`src/hdl/emb_pkg.sv`:
```
// Shared types and constants of the median burst sampler.
// No dependencies; used by every module of the block except emb_cell.
package emb_pkg;

  localparam int BURST_LEN_DEF    = 5;
  localparam int ADC_BITS_DEF     = 12;
  localparam int PENDING_BITS_DEF = 16;

  localparam int SAT_W     = 12;
  localparam int RETRY_W   = 3;
  localparam int BURSTS_W  = 4;
  localparam int TIME_W    = 64;
  localparam int PLEFT_W   = 16;
  localparam int APB_AW    = 4;
  localparam int APB_DW    = 32;

  localparam logic [SAT_W-1:0]   SAT_LOW_RST   = 12'd8;
  localparam logic [SAT_W-1:0]   SAT_HIGH_RST  = 12'd4087;
  localparam logic [RETRY_W-1:0] RETRY_LIM_RST = 3'd3;

  localparam logic REQ_TICK = 1'b0;
  localparam logic REQ_CONV = 1'b1;

  typedef enum logic [1:0] {
    REG_SAT_LOW     = 2'd0,
    REG_SAT_HIGH    = 2'd1,
    REG_RETRY_LIMIT = 2'd2
  } reg_idx_t;

  typedef struct packed {
    logic [SAT_W-1:0]    sample_value;
    logic                still_saturated;
    logic [BURSTS_W-1:0] bursts_used;
    logic                lead_off_pos;
    logic                lead_off_neg;
    logic [TIME_W-1:0]   sample_time_us;
    logic [PLEFT_W-1:0]  pending_left;
  } result_t;

endpackage

```
`src/hdl/emb_cell.sv`:
```
// One cell of the burst row: holds a conversion and ranks the value it takes in.
// Depends on emb_pkg only through the block's conventions; no types used.
module emb_cell #(
  parameter int BURST_LEN = 5,
  parameter int ADC_BITS  = 12
) (
  input  logic                               clk,
  input  logic                               shift,
  input  logic [ADC_BITS-1:0]                data_in,
  input  logic [BURST_LEN-1:0][ADC_BITS-1:0] cands,
  output logic [ADC_BITS-1:0]                q,
  output logic                               match
);

  localparam int CNT_W = $clog2(BURST_LEN + 1);
  localparam logic [CNT_W-1:0] MID = CNT_W'(BURST_LEN / 2);

  logic [CNT_W-1:0] lt_cnt;
  logic [CNT_W-1:0] le_cnt;

  // The incoming value is the median when no more than MID values lie below
  // it and more than MID values lie at or below it; ties give the same value.
  always_comb begin
    lt_cnt = '0;
    le_cnt = '0;
    for (int j = 0; j < BURST_LEN; j++) begin
      if (cands[j] < data_in) begin
        lt_cnt = lt_cnt + CNT_W'(1);
      end
      if (cands[j] <= data_in) begin
        le_cnt = le_cnt + CNT_W'(1);
      end
    end
  end

  assign match = (lt_cnt <= MID) && (le_cnt > MID);

  always_ff @(posedge clk) begin
    if (shift) begin
      q <= data_in;
    end
  end

endmodule

```
`src/hdl/emb_out_queue.sv`:
```
// Two-entry result queue between the burst logic and the result channel.
// Depends on emb_pkg for the result type.
module emb_out_queue (
  input  logic            clk,
  input  logic            rst,
  input  logic            push,
  input  emb_pkg::result_t item_in,
  input  logic            stall,
  output logic            valid,
  output emb_pkg::result_t item_out,
  output logic            full
);

  import emb_pkg::*;

  result_t    entries [2];
  logic       wr_ptr;
  logic       rd_ptr;
  logic [1:0] count;
  logic [1:0] count_next;
  logic       pop;

  assign valid    = (count != 2'd0);
  assign full     = (count == 2'd2);
  assign pop      = valid && !stall;
  assign item_out = entries[rd_ptr];

  always_comb begin
    case ({push, pop})
      2'b10:   count_next = count + 2'd1;
      2'b01:   count_next = count - 2'd1;
      default: count_next = count;
    endcase
  end

  always_ff @(posedge clk) begin
    if (rst) begin
      wr_ptr <= 1'b0;
      rd_ptr <= 1'b0;
      count  <= 2'd0;
    end else begin
      count <= count_next;
      if (push) begin
        wr_ptr <= ~wr_ptr;
      end
      if (pop) begin
        rd_ptr <= ~rd_ptr;
      end
    end
  end

  always_ff @(posedge clk) begin
    if (push) begin
      entries[wr_ptr] <= item_in;
    end
  end

endmodule

```
`src/hdl/ecg_median_burst_sampler.sv`:
```
// Top level of the median burst sampler: control, registers, cell row and queue.
// Depends on emb_pkg, emb_cell and emb_out_queue.
//
//  channel   | handshake             | payload
//  ----------+-----------------------+-------------------------------------------
//  input     | in_valid / in_stall   | req_type, adc_value, lead_off_*, time_us
//  result    | out_valid / out_stall | sample_value ... pending_left
//  config    | psel/penable/pwrite   | paddr, pwdata, prdata, pready
//
// One item is taken per cycle unless stalled. A conversion that completes a burst
// is ranked across the cell row in the cycle it is taken; unless retried, its
// result enters a two-entry queue; the input stalls only when both are held.
// Reset is synchronous and clears the counters, the flags and the queue.
module ecg_median_burst_sampler #(
  parameter int BURST_LEN    = emb_pkg::BURST_LEN_DEF,
  parameter int ADC_BITS     = emb_pkg::ADC_BITS_DEF,
  parameter int PENDING_BITS = emb_pkg::PENDING_BITS_DEF
) (
  input  logic                          clk,
  input  logic                          rst,
  input  logic                          in_valid,
  output logic                          in_stall,
  input  logic                          req_type,
  input  logic [ADC_BITS-1:0]           adc_value,
  input  logic                          lead_off_pos,
  input  logic                          lead_off_neg,
  input  logic [emb_pkg::TIME_W-1:0]    time_us,
  output logic                          out_valid,
  input  logic                          out_stall,
  output logic [emb_pkg::SAT_W-1:0]     sample_value,
  output logic                          still_saturated,
  output logic [emb_pkg::BURSTS_W-1:0]  bursts_used,
  output logic                          out_lead_off_pos,
  output logic                          out_lead_off_neg,
  output logic [emb_pkg::TIME_W-1:0]    sample_time_us,
  output logic [emb_pkg::PLEFT_W-1:0]   pending_left,
  input  logic                          psel,
  input  logic                          penable,
  input  logic                          pwrite,
  input  logic [emb_pkg::APB_AW-1:0]    paddr,
  input  logic [emb_pkg::APB_DW-1:0]    pwdata,
  output logic [emb_pkg::APB_DW-1:0]    prdata,
  output logic                          pready
);

  import emb_pkg::*;

  localparam int POS_W = $clog2(BURST_LEN);
  localparam int CMP_W = (ADC_BITS > SAT_W) ? ADC_BITS : SAT_W;
  localparam logic [POS_W-1:0] LAST_POS = POS_W'(BURST_LEN - 1);

  // Configuration registers
  logic [SAT_W-1:0]   sat_low;
  logic [SAT_W-1:0]   sat_high;
  logic [RETRY_W-1:0] retry_limit;
  logic               cfg_write;
  reg_idx_t           reg_idx;

  // Control state
  logic [PENDING_BITS-1:0] pending;
  logic [PENDING_BITS-1:0] pending_next;
  logic [PENDING_BITS-1:0] pend_after;
  logic                    active;
  logic                    active_next;
  logic [POS_W-1:0]        pos;
  logic [POS_W-1:0]        pos_next;
  logic [RETRY_W-1:0]      retries;
  logic [RETRY_W-1:0]      retries_next;

  logic accept;
  logic is_conv;
  logic starting;
  logic taking;
  logic burst_done;
  logic saturated;
  logic retry;
  logic push;

  logic [BURST_LEN-1:0][ADC_BITS-1:0] cands;
  logic [ADC_BITS-1:0]                cell_q [BURST_LEN-1];
  logic [BURST_LEN-1:0]               match;
  logic [ADC_BITS-1:0]                median;
  logic [ADC_BITS+SAT_W-1:0]          median_wide;
  logic [PENDING_BITS+PLEFT_W-1:0]    pend_wide;

  result_t res;
  result_t q_item;
  logic    q_full;

  // ---------------------------------------------------------------------------
  // Register port
  assign pready    = 1'b1;
  assign cfg_write = psel && penable && pwrite && pready;
  assign reg_idx   = reg_idx_t'(paddr[3:2]);

  always_ff @(posedge clk) begin
    if (rst) begin
      sat_low     <= SAT_LOW_RST;
      sat_high    <= SAT_HIGH_RST;
      retry_limit <= RETRY_LIM_RST;
    end else if (cfg_write) begin
      case (reg_idx)
        REG_SAT_LOW:     sat_low     <= pwdata[SAT_W-1:0];
        REG_SAT_HIGH:    sat_high    <= pwdata[SAT_W-1:0];
        REG_RETRY_LIMIT: retry_limit <= pwdata[RETRY_W-1:0];
        default: ;
      endcase
    end
  end

  always_comb begin
    case (reg_idx)
      REG_SAT_LOW:     prdata = APB_DW'(sat_low);
      REG_SAT_HIGH:    prdata = APB_DW'(sat_high);
      REG_RETRY_LIMIT: prdata = APB_DW'(retry_limit);
      default:         prdata = '0;
    endcase
  end

  // ---------------------------------------------------------------------------
  // Cell row: every taken conversion enters cell 0 and the row moves along.
  for (genvar i = 0; i < BURST_LEN; i++) begin : g_cell
    if (i == 0) begin : g_head
      assign cands[i] = adc_value;
    end else begin : g_body
      assign cands[i] = cell_q[i-1];
    end
    if (i < BURST_LEN - 1) begin : g_keep
      emb_cell #(
        .BURST_LEN (BURST_LEN),
        .ADC_BITS  (ADC_BITS)
      ) u_cell (
        .clk     (clk),
        .shift   (taking),
        .data_in (cands[i]),
        .cands   (cands),
        .q       (cell_q[i]),
        .match   (match[i])
      );
    end else begin : g_tail
      // The oldest value leaves the row here and is only ranked.
      emb_cell #(
        .BURST_LEN (BURST_LEN),
        .ADC_BITS  (ADC_BITS)
      ) u_cell (
        .clk     (clk),
        .shift   (taking),
        .data_in (cands[i]),
        .cands   (cands),
        .q       (),
        .match   (match[i])
      );
    end
  end

  // All matching cells hold the same value, so an OR picks it out.
  always_comb begin
    median = '0;
    for (int i = 0; i < BURST_LEN; i++) begin
      if (match[i]) begin
        median = median | cands[i];
      end
    end
  end

  // ---------------------------------------------------------------------------
  // Sample control
  assign accept     = in_valid && !in_stall;
  assign is_conv    = (req_type == REQ_CONV);
  assign starting   = !active && (pending != '0);
  assign taking     = accept && is_conv && (active || starting);
  assign burst_done = (pos == LAST_POS);
  assign pend_after = starting ? (pending - PENDING_BITS'(1)) : pending;

  assign saturated = (CMP_W'(median) <= CMP_W'(sat_low)) ||
                     (CMP_W'(median) >= CMP_W'(sat_high));
  assign retry     = saturated && (retries < retry_limit);
  assign push      = taking && burst_done && !retry;

  always_comb begin
    pending_next = pending;
    active_next  = active;
    pos_next     = pos;
    retries_next = retries;
    if (accept) begin
      if (!is_conv) begin
        if (pending != '1) begin
          pending_next = pending + PENDING_BITS'(1);
        end
      end else if (active || starting) begin
        pending_next = pend_after;
        if (!burst_done) begin
          pos_next    = pos + POS_W'(1);
          active_next = 1'b1;
        end else begin
          pos_next = '0;
          if (retry) begin
            retries_next = retries + RETRY_W'(1);
            active_next  = 1'b1;
          end else begin
            retries_next = '0;
            active_next  = 1'b0;
          end
        end
      end
    end
  end

  always_ff @(posedge clk) begin
    if (rst) begin
      pending <= '0;
      active  <= 1'b0;
      pos     <= '0;
      retries <= '0;
    end else begin
      pending <= pending_next;
      active  <= active_next;
      pos     <= pos_next;
      retries <= retries_next;
    end
  end

  // ---------------------------------------------------------------------------
  // Result assembly and queue
  assign median_wide = {{SAT_W{1'b0}}, median};
  assign pend_wide   = {{PLEFT_W{1'b0}}, pend_after};

  always_comb begin
    res.sample_value    = median_wide[SAT_W-1:0];
    res.still_saturated = saturated;
    res.bursts_used     = {1'b0, retries} + BURSTS_W'(1);
    res.lead_off_pos    = lead_off_pos;
    res.lead_off_neg    = lead_off_neg;
    res.sample_time_us  = time_us;
    res.pending_left    = pend_wide[PLEFT_W-1:0];
  end

  emb_out_queue u_out_queue (
    .clk      (clk),
    .rst      (rst),
    .push     (push),
    .item_in  (res),
    .stall    (out_stall),
    .valid    (out_valid),
    .item_out (q_item),
    .full     (q_full)
  );

  assign in_stall         = q_full;
  assign sample_value     = q_item.sample_value;
  assign still_saturated  = q_item.still_saturated;
  assign bursts_used      = q_item.bursts_used;
  assign out_lead_off_pos = q_item.lead_off_pos;
  assign out_lead_off_neg = q_item.lead_off_neg;
  assign sample_time_us   = q_item.sample_time_us;
  assign pending_left     = q_item.pending_left;

endmodule

```
`config.mk`:
```
export PLATFORM = sky130hd
export DESIGN_NAME = ecg_median_burst_sampler
export DESIGN_NICKNAME = d
export VERILOG_FILES = /design/src/hdl/emb_pkg.sv /design/src/hdl/emb_cell.sv /design/src/hdl/emb_out_queue.sv /design/src/hdl/ecg_median_burst_sampler.sv
export SDC_FILE = /design/constraint.sdc
export NUM_CORES = 1
export LEC_CHECK = 0
export CAP_MARGIN = 10
export CORE_MARGIN = 2
export CORE_UTILIZATION = 55
export CTS_BUF_LIST = sky130_fd_sc_hd__clkbuf_8 sky130_fd_sc_hd__clkbuf_16
export DETAILED_ROUTE_END_ITERATION = 10
export DONT_BUFFER_PORTS = 1
export GPL_TIMING_DRIVEN = 0
export PLACE_DENSITY = 0.79
export REMOVE_ABC_BUFFERS = 1
export SLEW_MARGIN = 20
export SYNTH_ARGS = -nofsm -noshare
export SYNTH_HDL_FRONTEND = slang
export SYNTH_SLANG_ARGS = --single-unit
```
`constraint.sdc`:
```
create_clock -name clk -period 26 [get_ports clk]
set_input_delay 2.6 -clock clk [delete_from_list [all_inputs] [get_ports clk]]
set_output_delay 2.6 -clock clk [all_outputs]
set_load 0.005 [all_outputs]
```
==> flow_summary.rst, run 1 <==
.. list-table::
   :header-rows: 1

   * - Metric
     - Value
   * - Status
     - finished, final reports clean
   * - Type of the worst setup path
     - input port to register
   * - Sequential cell area in the final layout
     - 8490 um2
   * - Yosys warns
     - 0
   * - Worst-margin pin slew
     - ~970 ps
   * - Vias post-DR
     - around 12000
   * - Worst path arrival time
     - ~10000 ps
   * - Height of the die
     - 180 um
   * - Largest stage delay, worst path
     - 660 ps
   * - Sequential fraction of the synthesis area
     - 0.498
   * - Ratio of cells with drive above 1 in the final layout
     - 0.132
   * - Top cells by area in the synthesized netlist
     - sky130_fd_sc_hd__edfxtp_1 (43%), sky130_fd_sc_hd__ha_1 (13%), sky130_fd_sc_hd__mux2_2 (6.5%)
   * - Worst Hold Class
     - register to register
   * - IO Pins
     - about 260
   * - Flop and latch count out of synthesis
     - between 300 and 400
   * - Most common flop cell mapped by yosys
     - sky130_fd_sc_hd__edfxtp_1
   * - Cells after synthesis
     - 1457
   * - Top cell family by delay on the critical path
     - compound AO/OA/AOI/OAI gates
   * - Area added between synthesis and finish
     - 8.83%
   * - Capturing element type of the critical path
     - register
   * - Count of pins over their slew limit
     - 0
   * - Post-synthesis cell type count
     - between 80 and 90
   * - Max-cap violations
     - 0
   * - Highest net fanout along the worst path
     - between 50 and 60
   * - Number of detailed-routing iterations run before antenna repair
     - 5
   * - Total of hold buffers inserted after clock tree synthesis
     - 0
   * - Core footprint
     - between 30000 and 40000 um2
   * - Final RePlAce weighted congestion
     - roughly 0.94
   * - First-pass GRT wire length
     - roughly 62 mm
   * - Die area
     - 32400 um2
   * - Minimum period implied by the final worst setup slack
     - around 10000 ps
   * - Multi-input logic area
     - 7830 um2
   * - Arithmetic-cell share of the synthesized area counting full adders, half adders and majority gates
     - 0.137
   * - Mean instance size in the synthesized netlist
     - 11.7 um2
   * - Sort of element at the start of the critical path
     - input port
   * - Count of antenna-violating nets left after detailed routing
     - 0
   * - Count of input and output buffers
     - 0
   * - Top achievable clock speed
     - 98.8 MHz
   * - CTS resizes
     - 0
   * - Via count of the first global-routing pass
     - 11300
   * - Routed len/inst
     - 21.1 um
   * - Minimum setup slack after placement
     - 15070 ps
   * - Clock tree from TritonCTS
     - built
   * - Worst reg-to-reg setup slack
     - around 17000 ps
   * - Worst relative slew slack
     - 0.348
   * - Buffer levels on the longest clock path
     - 3
   * - Final worst-path cycle share
     - 0.389
   * - Mux cell area share after synthesis
     - 0.0779
   * - Average vias per placed instance
     - 6.15
   * - Commonest cells after routing, fill and taps aside
     - sky130_fd_sc_hd__edfxtp_1 (246), sky130_fd_sc_hd__ha_1 (182), sky130_fd_sc_hd__inv_1 (138)
   * - Number of setup buffers added after CTS
     - 0
   * - Share of the synthesized area in the top cell type
     - 0.433
   * - Async set-or-reset flop fraction in the synthesized netlist
     - 0
   * - Final instance count without filler cells
     - between 1500 and 2000
   * - Routed Wire Length
     - between 30 and 40 mm
   * - Final Setup Violations
     - 0
   * - Clock-pin slew reported for the worst setup and hold paths after clock tree synthesis
     - about 60 ps
   * - TritonCTS Buffers
     - 30
   * - Final global-route overflow total
     - 0
   * - RSZ-0062 raised after global routing
     - false
   * - Site Rows
     - 64
   * - Count of flip-flops with a built-in enable after synthesis
     - 246
   * - Starting density of the core
     - 0.557
   * - Setup clock skew after layout
     - 30.1 ps
   * - Placed wire-length estimate after detailed placement
     - approximately 29 mm
   * - Data required, critical path
     - 26250 ps
   * - Cell at the root of the clock tree
     - sky130_fd_sc_hd__clkbuf_16
   * - Filler Cells Inserted
     - 2408
   * - DRC violation count after routing
     - 0
   * - Simple-gate portion of the synthesized area
     - 0.104
   * - CP max stage cell
     - sky130_fd_sc_hd__xnor2_2
   * - Clock Sink Count
     - around 300
   * - Level count of the clock H-tree
     - 1
   * - Initial antenna violation count
     - 0
   * - Net count reported at finish
     - 1758
   * - Critical path buffer and inverter count
     - 3
   * - Ant. Diodes
     - 0
   * - Final total negative setup slack
     - 0 ps
   * - Synthesized-area fraction occupied by xor and xnor cells
     - 0.0154
   * - Number of hold violations in the final report
     - 0
   * - Maximum number of pins on one net before global-route repair
     - 73
   * - Most frequent standard cell in the layout excluding fill and tap cells
     - sky130_fd_sc_hd__edfxtp_1
   * - Initial DRC count
     - 824
   * - Main combinational cell family by area after synthesis
     - adder cells
   * - Most common cell type on the critical path
     - sky130_fd_sc_hd__ha_1
   * - Overall Global Routing Usage
     - 0.238
   * - Count of placed standard cells including taps
     - roughly 1800
   * - Synthesized-area fraction occupied by ao, oa, aoi and oai cells
     - 0.116
   * - Yosys top cell by area
     - sky130_fd_sc_hd__edfxtp_1
   * - Clk Latency, worst-skew pair
     - ~560 ps
   * - Post-layout worst setup margin
     - ~16000 ps
   * - Netlist area before placement
     - between 15000 and 20000 um2
   * - Die Width
     - roughly 180 um
[path summary, 6_finish.rpt]
path	start	to	depth (start not counted)
setup reg to reg	g_cell[0].g_keep.u_cell.q[1]	u_out_queue.entries[1][77]	29
hold reg to reg	sat_low[2]	sat_low[2]	2
hold / removal	sat_low[2]	sat_low[2]	2
setup / recovery	adc_value[11]	u_out_queue.entries[1][77]	29
[cell usage after synthesis (10+ instances only)]
cell type and count:
sky130_fd_sc_hd__a2111oi_0 12, sky130_fd_sc_hd__a211o_1 14, sky130_fd_sc_hd__a211oi_1 12, sky130_fd_sc_hd__a21o_1 19
sky130_fd_sc_hd__a21oi_1 93, sky130_fd_sc_hd__a221o_1 24, sky130_fd_sc_hd__buf_4 22, sky130_fd_sc_hd__clkbuf_1 33
sky130_fd_sc_hd__dfxtp_1 55, sky130_fd_sc_hd__edfxtp_1 246, sky130_fd_sc_hd__ha_1 182, sky130_fd_sc_hd__inv_1 131
sky130_fd_sc_hd__mux2_2 99, sky130_fd_sc_hd__mux2i_1 19, sky130_fd_sc_hd__nand2_1 86, sky130_fd_sc_hd__nand3_1 33
sky130_fd_sc_hd__nand4_1 29, sky130_fd_sc_hd__nor2_1 75, sky130_fd_sc_hd__nor2b_1 16, sky130_fd_sc_hd__nor3_1 20
sky130_fd_sc_hd__o211ai_1 10, sky130_fd_sc_hd__o21a_1 12, sky130_fd_sc_hd__o21ai_0 36, sky130_fd_sc_hd__or3_1 19
sky130_fd_sc_hd__xnor2_1 19, sky130_fd_sc_hd__xor2_1 11
[area by class of cell]
cell class,count,area share
repair buffers,13,0.0121
well taps,396,0.0267
clock buffers,30,0.0405
inverters,131,0.0268
multi-input cells,974,0.422
flip-flops and latches,301,0.458
clock inverters,25,0.0138
[worst reg2reg max path: cells and delay by family (launching register included)]
kind | cells | cell delay (ps)
simple gates | 7 | 2310
xor+xnor | 3 | 1080
buf+inv | 3 | 540
fa+ha+maj | 5 | 1420
compound gates | 10 | 2230
mux | 1 | 190
flops | 1 | 450
[cell families (layout without fill, tap and decap cells)]
group	after synthesis	after routing
other	2	21
and+or+nand+nor	339	339
buffers and inverters	201	199
DFF	301	301
xor gates and xnor gates	30	30
muxes	119	119
AOI/OAI and AO/OA	280	280
adders and majority gates	185	185
[per-stage QoR]
stage / utilization / cell area, um2 / hold slack, ps
2_1_floorplan: - / 16700 / 443
3_3_place_gp: 0.563 / 17200 / 454
3_5_place_dp: 0.573 / 17500 / 459
4_1_cts: 0.606 / 18500 / 468
5_1_grt: 0.606 / 18500 / 489
6_report: 0.606 / 18500 / 467
[flip-flops by register name, summed over array words and instances, names as in the netlist, named ones only]
signal                  flops
u_out_queue.rd_ptr          1
active                      1
pos                         3
pending                    16
g_cell.g_keep.u_cell.q     48
retries                     3
u_out_queue.wr_ptr          1
sat_high                   12
u_out_queue.entries       198
retry_limit                 3
sat_low                    12
u_out_queue.count           2
[per-layer routing]
| layer | up-vias | part of all wire | track usage |
|---|---|---|---|
| met5 | - | 0 | 0 |
| met4 | 0 | 0.023 | 0.0703 |
| met3 | 78 | 0.090 | 0.0641 |
| met2 | 470 | 0.49 | 0.404 |
| met1 | 5574 | 0.40 | 0.299 |
| li1 | 5383 | - | - |
Power of run 1 is not shown: default switching activity piles up to over one toggle a cycle in this logic, so the estimate is an artifact.
==> run 2: changes to the inputs <==
--- a/config.mk
+++ b/config.mk
@@ -12,7 +12,7 @@
 export DETAILED_ROUTE_END_ITERATION = 10
 export DONT_BUFFER_PORTS = 1
 export GPL_TIMING_DRIVEN = 0
-export PLACE_DENSITY = 0.79
+export PLACE_DENSITY = 0.82
 export REMOVE_ABC_BUFFERS = 1
 export SLEW_MARGIN = 20
 export SYNTH_ARGS = -nofsm -noshare
==> constraint.sdc (replaced) <==
create_clock -name clk -period 8.5 [get_ports clk]
set_input_delay 0.85 -clock clk [delete_from_list [all_inputs] [get_ports clk]]
set_output_delay 0.85 -clock clk [all_outputs]
set_load 0.005 [all_outputs]
==> flow_summary.rst, run 2 (synthesis gave the netlist of run 1 again) <==
.. list-table::
   :header-rows: 1

   * - Metric
     - Value
   * - Ant. Diodes
     - 0 (unchanged)
   * - Clk Latency, worst-skew pair
     - 540 ps (was 560 ps)
   * - Global Route met2 Usage
     - 0.393 (was 0.404)
   * - Starting density of the core
     - 0.557 (unchanged)
   * - Maximum number of pins on one net before global-route repair
     - 74 (was 73)
   * - Sort of element at the start of the critical path
     - register (was input port)
   * - Largest stage delay, worst path
     - 630 ps (was 660 ps)
   * - First-pass GRT wire length
     - 60.4 mm (was 61.9 mm)
   * - Most frequent standard cell in the layout excluding fill and tap cells
     - sky130_fd_sc_hd__edfxtp_1 (unchanged)
   * - Minimum period implied by the final worst setup slack
     - about 8000 ps
   * - Final RePlAce weighted congestion
     - 0.930 (was 0.943)
   * - Initial DRC count
     - 945 (was 824)
   * - Average vias per placed instance
     - 6.10 (was 6.15)
   * - Clock tree from TritonCTS
     - built (unchanged)
   * - Number of flip-flops under the largest register name
     - 198 (unchanged)
   * - Placed wire-length estimate after detailed placement
     - 28.9 mm (was 29.2 mm)
   * - Clock Sink Count
     - 301 (unchanged)
   * - Cell at the root of the clock tree
     - sky130_fd_sc_hd__clkbuf_16 (unchanged)
   * - Routed len/inst
     - 20.9 um (was 21.1 um)
   * - Area added between synthesis and finish
     - 8.86% (was 8.83%)
   * - Number of hold violations in the final report
     - 0 (unchanged)
   * - Buffer levels on the longest clock path
     - 3 (unchanged)
   * - Final global-route overflow total
     - 0 (unchanged)
   * - Worst hold slack across all endpoints
     - 378 ps (was 467 ps)
   * - Top cell family by delay on the critical path
     - simple AND/OR/NAND/NOR gates (was compound AO/OA/AOI/OAI gates)
   * - Count of input and output buffers
     - 0 (unchanged)
   * - Capturing element type of the critical path
     - register (unchanged)
   * - Type of the worst setup path
     - register to register (was input port to register)
   * - Initial antenna violation count
     - 0 (unchanged)
   * - Site Rows
     - 64 (unchanged)
   * - Final core utilization
     - 0.607 (was 0.606)
   * - Level count of the clock H-tree
     - 1 (unchanged)
   * - Via count of the first global-routing pass
     - 10900 (was 11300)
   * - CP max stage cell
     - sky130_fd_sc_hd__nor3_1 (was sky130_fd_sc_hd__xnor2_2)
   * - Sequential cell area in the final layout
     - 8490 um2 (unchanged)
   * - Met3 demand-to-capacity share in global routing
     - 0.0532 (was 0.0641)
   * - Data required, critical path
     - 8780 ps (was 26250 ps)
   * - Status
     - finished, final reports clean (unchanged)
   * - Die area
     - 32400 um2 (unchanged)
   * - Total of hold buffers inserted after clock tree synthesis
     - 0 (unchanged)
   * - Count of pins over their slew limit
     - 0 (unchanged)
   * - Max-cap violations
     - 0 (unchanged)
   * - Critical path buffer and inverter count
     - 4 (was 3)
   * - Overall Global Routing Usage
     - 0.231 (was 0.238)
   * - Most Used Layer, Global Route
     - met2 (unchanged)
   * - Filler Cells Inserted
     - 2373 (was 2408)
   * - Final worst-path cycle share
     - 0.941
   * - Top achievable clock speed
     - about 120 MHz
   * - Die Width
     - 180 um (unchanged)
   * - Highest net fanout along the worst path
     - 43 (was 55)
   * - Final Setup Violations
     - 0 (unchanged)
   * - Routed Wire Length
     - 39.0 mm (was 39.5 mm)
   * - Worst-margin pin slew
     - 876 ps (was 970 ps)
   * - Worst path arrival time
     - 8280 ps (was 10370 ps)
   * - Ratio of cells with drive above 1 in the final layout
     - 0.138 (was 0.132)
   * - Crit path depth
     - 29 (unchanged)
   * - TritonCTS Buffers
     - 29 (was 30)
   * - Regs by FF count
     - u_out_queue.entries: 198 flops, g_cell.g_keep.u_cell.q: 48 flops, pending: 16 flops (unchanged)
   * - Multi-input logic area
     - 7860 um2 (was 7830 um2)
   * - Count of antenna-violating nets left after detailed routing
     - 0 (unchanged)
   * - Vias post-DR
     - 11400 (was 11500)
   * - Clock-pin slew reported for the worst setup and hold paths after clock tree synthesis
     - 60 ps (about the same)
   * - Count of cells along the worst register-to-register path
     - 29 (unchanged)
   * - Register name with the most flops
     - u_out_queue.entries (unchanged)
   * - Worst Hold Class
     - input port to register (was register to register)
   * - Height of the die
     - 180 um (unchanged)
   * - Worst Hold Depth
     - 1 (was 2)
   * - Worst relative slew slack
     - 0.413 (was 0.348)
   * - Commonest cells after routing, fill and taps aside
     - sky130_fd_sc_hd__edfxtp_1 (246), sky130_fd_sc_hd__ha_1 (182), sky130_fd_sc_hd__inv_1 (136) (was sky130_fd_sc_hd__edfxtp_1 (246), sky130_fd_sc_hd__ha_1 (182), sky130_fd_sc_hd__inv_1 (138))
   * - Met1 usage
     - 0.300 (was 0.299)
   * - IO Pins
     - 256 (unchanged)
   * - DRC violation count after routing
     - 0 (unchanged)
   * - Final total negative setup slack
     - 0 ps (unchanged)
   * - Net count reported at finish
     - 1758 (unchanged)
   * - Most common cell type on the critical path
     - sky130_fd_sc_hd__ha_1 (unchanged)
   * - Core footprint
     - 30600 um2 (unchanged)
   * - Number of detailed-routing iterations run before antenna repair
     - 6 (was 5)
   * - RSZ-0062 raised after global routing
     - false (unchanged)
   * - Setup clock skew after layout
     - 12.1 ps (was 30.1 ps)
-- run 2: cell types whose count changed in the layout (fill, tap and decap cells not counted), moves of 2 or more --
cell,change
sky130_fd_sc_hd__buf_6,+2
sky130_fd_sc_hd__clkinvlp_4,-2
sky130_fd_sc_hd__inv_6,+2
sky130_fd_sc_hd__clkinv_1,-2
sky130_fd_sc_hd__clkbuf_8,+2
sky130_fd_sc_hd__clkinv_4,+3
sky130_fd_sc_hd__inv_1,-2
-- run 2: cell type report --
cell class | count | share of cell area
clock buffers | 31 | 0.0406
clock inverters | 23 | 0.0123
inverters | 131 | 0.0268
multi-input cells | 975 | 0.424
flip-flops and latches | 301 | 0.458
well taps | 396 | 0.0267
repair buffers | 13 | 0.0121
-- run 2: through the flow --
stage / setup slack [ps] / area (um2) / instances
4_1_cts: 28.6 / 18500 / 1868
2_1_floorplan: -542 / 16700 / 1406
3_3_place_gp: -3420 / 17200 / 1802
5_1_grt: 27.5 / 18600 / 1870
3_5_place_dp: -742 / 17500 / 1814
6_report: 499 / 18600 / 1870
-- run 2: final timing paths --
path                                              startpoint                         end  slack (ps)
worst max register to register  g_cell[1].g_keep.u_cell.q[7]  u_out_queue.entries[1][31]         500
worst max-delay path            g_cell[1].g_keep.u_cell.q[7]  u_out_queue.entries[1][31]         500
worst min register to register                   sat_low[11]                 sat_low[11]         470
worst min-delay path                                     rst                  sat_low[1]         380
-- run 2: timing repair --
item	4_1_cts	5_1_grt
endpoints found under the setup margin	147	174
pin swaps	0	2
setup buffers	0	1
gates resized for setup	1	4
gates cloned	0	1
-- run 2: per-layer routing --
layer | part of all wire | wire length, um | vias to the layer above
met1 | 0.41 | 16100 | 5524
met3 | 0.080 | 3110 | 70
met2 | 0.48 | 18900 | 431
li1 | - | - | 5384
met4 | 0.023 | 905 | 0
met5 | 0 | 0 | -
Power of run 2 is left out for the same reason.
